===== config.mk =====
export PLATFORM = sky130hd
export DESIGN_NAME = jps_ram
export DESIGN_NICKNAME = d
export VERILOG_FILES = /design/src/sv/jps_pkg.sv /design/src/sv/jps_ram.sv
export SDC_FILE = /design/constraint.sdc
export NUM_CORES = 2
export LEC_CHECK = 0
export BUFFER_PORTS_ARGS = -buffer_cell sky130_fd_sc_hd__buf_2
export CAP_MARGIN = 10
export CORE_ASPECT_RATIO = 0.9
export CORE_MARGIN = 1
export CORE_UTILIZATION = 45
export CTS_BUF_LIST = sky130_fd_sc_hd__clkbuf_8
export DETAILED_ROUTE_END_ITERATION = 8
export MAX_ROUTING_LAYER = met4
export PLACE_DENSITY = 0.69
export SYNTH_ARGS = -nofsm -noshare
export SYNTH_HDL_FRONTEND = slang
export SYNTH_SLANG_ARGS = --single-unit

===== constraint.sdc =====
create_clock -name i_clk -period 4.6 [get_ports i_clk]
set_input_delay 0 -clock i_clk [delete_from_list [all_inputs] [get_ports i_clk]]
set_output_delay 0 -clock i_clk [all_outputs]
set_load 0.02 [all_outputs]

===== src/sv/jps_pkg.sv =====
// ============================================================================
// jps_pkg: shared types, codes and fixed-point helpers
// Transfer payload types, command and register codes, the controller's
// states and saturating 64-bit arithmetic used by the Jacobi grid solver.
// ============================================================================
package jps_pkg;

    localparam int GRID_SIDE_DEF   = 64;
    localparam int VALUE_WIDTH_DEF = 32;

    localparam int RES_W      = 48;
    localparam int SIDE_W     = 7;
    localparam int SWEEP_W    = 16;
    localparam int CFG_IDX_W  = 2;
    localparam int CFG_DATA_W = 48;

    localparam logic [RES_W-1:0]   RES_MAX      = '1;
    localparam logic [SIDE_W-1:0]  SIDE_RST     = 7'd64;
    localparam logic [RES_W-1:0]   TOL_RST      = 48'd26844;
    localparam logic [SWEEP_W-1:0] MAX_SW_RST   = 16'hFFFF;
    localparam logic [SIDE_W-1:0]  SIDE_MIN     = 7'd3;

    // Item kinds
    localparam logic [1:0] KIND_LOAD  = 2'd0;
    localparam logic [1:0] KIND_SOLVE = 2'd1;
    localparam logic [1:0] KIND_READ  = 2'd2;

    // Configuration register indexes
    localparam logic [CFG_IDX_W-1:0] CFG_SIDE       = 2'd0;
    localparam logic [CFG_IDX_W-1:0] CFG_TOL        = 2'd1;
    localparam logic [CFG_IDX_W-1:0] CFG_MAX_SWEEPS = 2'd2;

    typedef struct packed {
        logic [1:0]         kind;
        logic [11:0]        point_index;
        logic signed [31:0] start_value;
        logic signed [31:0] source_term;
    } t_in_item;

    typedef struct packed {
        logic signed [31:0] read_value;
        logic [15:0]        sweeps_done;
        logic               converged;
        logic [47:0]        residual;
    } t_out_item;

    // Position flags of one streamed read during a sweep.
    typedef struct packed {
        logic vld;        // a grid read is issued this cycle
        logic row_pre;    // read row 0: no centre point yet
        logic row_top;    // centre point lies in the top row
        logic row_bot;    // centre point lies in the bottom row
        logic col_first;  // centre point lies in the left column
        logic col_last;   // centre point lies in the right column
    } t_pos;

    typedef enum logic [2:0] {
        ST_IDLE,
        ST_READ,
        ST_SWEEP,
        ST_DRAIN,
        ST_RESULT
    } t_state;

    function automatic logic signed [63:0] sat_add64(input logic signed [63:0] a,
                                                     input logic signed [63:0] b);
        logic signed [64:0] s;
        s = 65'(a) + 65'(b);
        if (s[64] != s[63]) begin
            return s[64] ? {1'b1, 63'd0} : {1'b0, {63{1'b1}}};
        end
        return s[63:0];
    endfunction

    function automatic logic signed [63:0] sat_sub64(input logic signed [63:0] a,
                                                     input logic signed [63:0] b);
        logic signed [64:0] s;
        s = 65'(a) - 65'(b);
        if (s[64] != s[63]) begin
            return s[64] ? {1'b1, 63'd0} : {1'b0, {63{1'b1}}};
        end
        return s[63:0];
    endfunction

    // Clamp to the two's complement range from -hi-1 up to hi.
    function automatic logic signed [63:0] clamp64(input logic signed [63:0] v,
                                                   input logic signed [63:0] hi);
        logic signed [63:0] lo;
        lo = -hi - 64'sd1;
        if (v > hi) begin
            return hi;
        end
        if (v < lo) begin
            return lo;
        end
        return v;
    endfunction

endpackage


===== src/sv/jps_ram.sv =====
// ============================================================================
// jps_ram: simple dual-port synchronous RAM
// One write port and one read port; read data is registered.
// ============================================================================
module jps_ram #(
    parameter int DEPTH = jps_pkg::GRID_SIDE_DEF,
    parameter int WIDTH = jps_pkg::VALUE_WIDTH_DEF
) (
    input  logic                     i_clk,
    input  logic                     i_we,
    input  logic [$clog2(DEPTH)-1:0] i_waddr,
    input  logic [WIDTH-1:0]         i_wdata,
    input  logic [$clog2(DEPTH)-1:0] i_raddr,
    output logic [WIDTH-1:0]         o_rdata
);

    logic [WIDTH-1:0] r_mem [DEPTH];
    logic [WIDTH-1:0] r_rdata;

    always_ff @(posedge i_clk) begin
        if (i_we) begin
            r_mem[i_waddr] <= i_wdata;
        end
        r_rdata <= r_mem[i_raddr];
    end

    assign o_rdata = r_rdata;

endmodule


==> key figures <==
Synthesis
  – Syn Inst Count: 3324
  – Post-synthesis xor/xnor area fraction: 0
  – Synth cell types: 34
  – Post-synth ARST share: 0
  – YS warnings: 0
  – Top FF cell, synth: edfxtp_1
  – Post-synthesis simple-gate area fraction: 0.0127
  – Largest family of logic cells by synthesized area: multiplexers
  – Syn Std Cell Area: between 0.07 and 0.08 mm^2
  – Post-synthesis register bit count: roughly 2100
  – Adder-cell share of the synthesized area: 0
  – Syn Nets: approximately 3400
  – Mux cell area share after synthesis: 0.168
  – Mean post-synth cell area: 23.6 um^2
  – Post-synthesis sequential area ratio: 0.791
  – Synth Area in Compound Gates: 0.0167
  – EDFF count, synth: about 2000

Cells and area
  – Area grow syn2layout: 13.7%
  – Layout cells sized above 1: 0.315
  – Nets@finish: ~3800
  – Fin util: 0.515
  – Final Instance Area: approximately 0.089 mm^2

Clock tree
  – Clock slew at reported path FFs: ~0.060 ns
  – CTS Buffer Depth: 4
  – CTS Hold Buffers Added: 49
  – Clock Sinks: between 2000 and 2500
  – CTS tree: built
  – Post_cts resized: 0
  – H-tree depth: 5
  – Number of setup buffers added after CTS: 0
  – Clock Tree Root: clkbuf_8
  – Clock Latency Late Sink: about 1.0 ns
  – Num CTS Buffers: 337

Floorplanning
  – Number of core rows: between 100 and 150
  – Top Ports: 78
  – Die footprint: 0.176 mm^2
  – Core region area: 0.173 mm^2
  – Die height: ~400 um
  – Die W: 442 um
  – Initial Util: 0.453

Detailed routing
  – DR iter-0 viols: around 5400
  – # DRC: 0
  – Routed WL: between 150000 and 200000 um
  – Antenna Nets Post-Route: 0
  – DR vias: between 30000 and 40000
  – Wire per inst: approximately 31 um
  – Vias/cell: roughly 6
  – First-pass detailed-route iteration total: 5

Worst setup path
  – CP Data Arrival Time: approximately 3.7 ns
  – Setup CP Type: primary input to flop
  – Crit-path cells: dlygate4sd3_1 > buf_8 > buf_12 > buf_4 > mux4_2 > mux4_2 > o22ai_1 > nor2_1
  – CP Data Required Time: between 5 and 6 ns
  – CP max stage delay: about 0.76 ns
  – Most numerous cell on the critical path: mux4_2
  – Reg2Reg Setup Slack: approximately 2.0 ns
  – Worst path bufs/invs: 4
  – Startpoint types: primary input
  – CP max FO: 64
  – CP Capture Type: flop
  – Critical path's slowest cell: o22ai_1
  – CP delay by family, top: buffers and inverters

Power
  – Switch share: 0.224
  – Lkg Pwr: around 28 nW
  – Sequential share of power: 0.563
  – Logic pwr share: 0.054
  – Psw: approximately 0.0084 W
  – Pwr dens: between 400 and 500 mW/mm^2
  – P_int: between 0.02 and 0.03 W
  – Clock share of power: 0.383
  – VDD IR max: roughly 0.00033 V

Global route
  – GRT overflow: 0
  – First-pass GRT wire length: about 280000 um
  – Largest net degree at the start of global routing: 79
  – Number of global-route vias before repair: a little under 40000
  – Initial antenna violation count: 15
  – GRT Overall Usage: 0.232

Status
  – Status: finished, final reports clean

Placed design
  – Gpl congestion: approximately 0.83
  – Placed cell areas: a little over 0.08 mm^2
  – Post-DP HPWL: around 110000 um
  – Port buffer count: a little under 80

Hold path
  – Hold crit path type: primary input to flop

STA
  – Worst slew margin: 0.160
  – Final setup TNS: 0 ns
  – Worst Tran Pin Value: between 1 and 1.5 ns
  – Fin. Hold Viols: 0
  – Setup Viol. Count Final: 0
  – Final Max Tran Viols: 0
  – Max Freq: 0.362 GHz
  – Final Cycle Share: 0.601
  – RSZ-0062 raised after global routing: false
  – Min Tclk post-route: around 2.8 ns
  – Worst Skew: 0.0712 ns

Job
  – Count of max-cap constraint violations: 0
## placed cells by master, fill, tap and decap left out, types with 6 or more instances in the layout
cell type,instances
edfxtp_1,2048
mux4_2,544
clkbuf_8,348
buf_4,145
inv_1,97
mux2i_1,93
o22ai_1,84
nor2_1,75
clkinv_1,75
buf_2,73
a21oi_1,62
nor2_4,62
dlygate4sd3_1,48
clkinv_2,47
dfxtp_1,32
o221ai_1,27
nand2_1,26
buf_12,18
nor2b_1,14
a22oi_1,12
clkinvlp_4,10
a311oi_1,8
diode_2,7
nand2b_1,7
bufinv_16,6
## cell families after synthesis
group,Yosys count
AND/OR/NAND/NOR,223
multiplexers,637
buffers and inverters,182
AO/OA/AOI/OAI,202
flip-flops,2080
## flip-flops by register name, summed over array words and instances (netlist names)
register / flops
o_rdata: 32
r_mem: 2048
## power by group through the flow
stage               logic (W)  registers, W  clock network, W
floorplan             0.00102        0.0215                 0
global placement      0.00196        0.0215                 0
detailed placement    0.00199        0.0215                 0
CTS                   0.00203        0.0211            0.0146
global route          0.00212        0.0211            0.0153
finish                0.00203        0.0211            0.0144
## synth_stat cells (5+ instances only)
master,n,area [um^2]
nand3b_1,5,37.5
a21oi_1,62,310
buf_1,21,78.8
a311oi_1,8,70.1
o22ai_1,84,526
edfxtp_1,2048,61500
nand3_1,5,25.0
nand2_1,26,97.6
nor2b_1,15,93.8
o221ai_1,27,236
mux2i_1,93,931
nor3_1,7,35.0
nand2b_1,8,50.1
clkbuf_1,74,278
buf_6,5,56.3
nor2_1,137,514
mux4_2,544,12300
a22oi_1,12,90.1
buf_2,57,285
dfxtp_1,32,641
buf_4,25,188
## layer usage
metal | track usage | wire length, um | up-vias
met1 | 0.320 | 78500 | 20500
met4 | 0.0843 | 6760 | 0
met5 | - | 0 | -
li1 | - | - | 15200
met3 | 0.0466 | 20200 | 398
met2 | 0.346 | 92800 | 2333
## metrics by stage
step	setup WS (ns)	total power, W	hold slack, ns	instances
after floorplan	1.44	0.0225	0.0989	3324
after global placement	1.23	0.0234	0.426	5657
after detailed placement	1.24	0.0235	0.423	5657
after CTS	1.96	0.0377	0.121	6289
after global routing	1.85	0.0385	0.152	6296
final	1.84	0.0375	0.177	6298
## area by class of cell
class	count	area (um^2)
fill	13300	84200
sequential	2080	62100
timing repair buffer	288	2370
clock buffer	348	4790
antenna	7	17.5
clock inverter	235	1140
tap	2278	2850
multi-input combinational	1062	16000
## worst paths after layout
| path | start | to | depth (start not counted) |
|---|---|---|---|
| setup reg to reg | r_mem[7][10] | o_rdata[10] | 4 |
| setup / recovery | i_raddr[1] | o_rdata[1] | 8 |
| hold / removal | i_wdata[23] | r_mem[27][23] | 2 |
| hold reg to reg | r_mem[12][17] | o_rdata[17] | 4 |
Power figures use the tool's default switching activity.
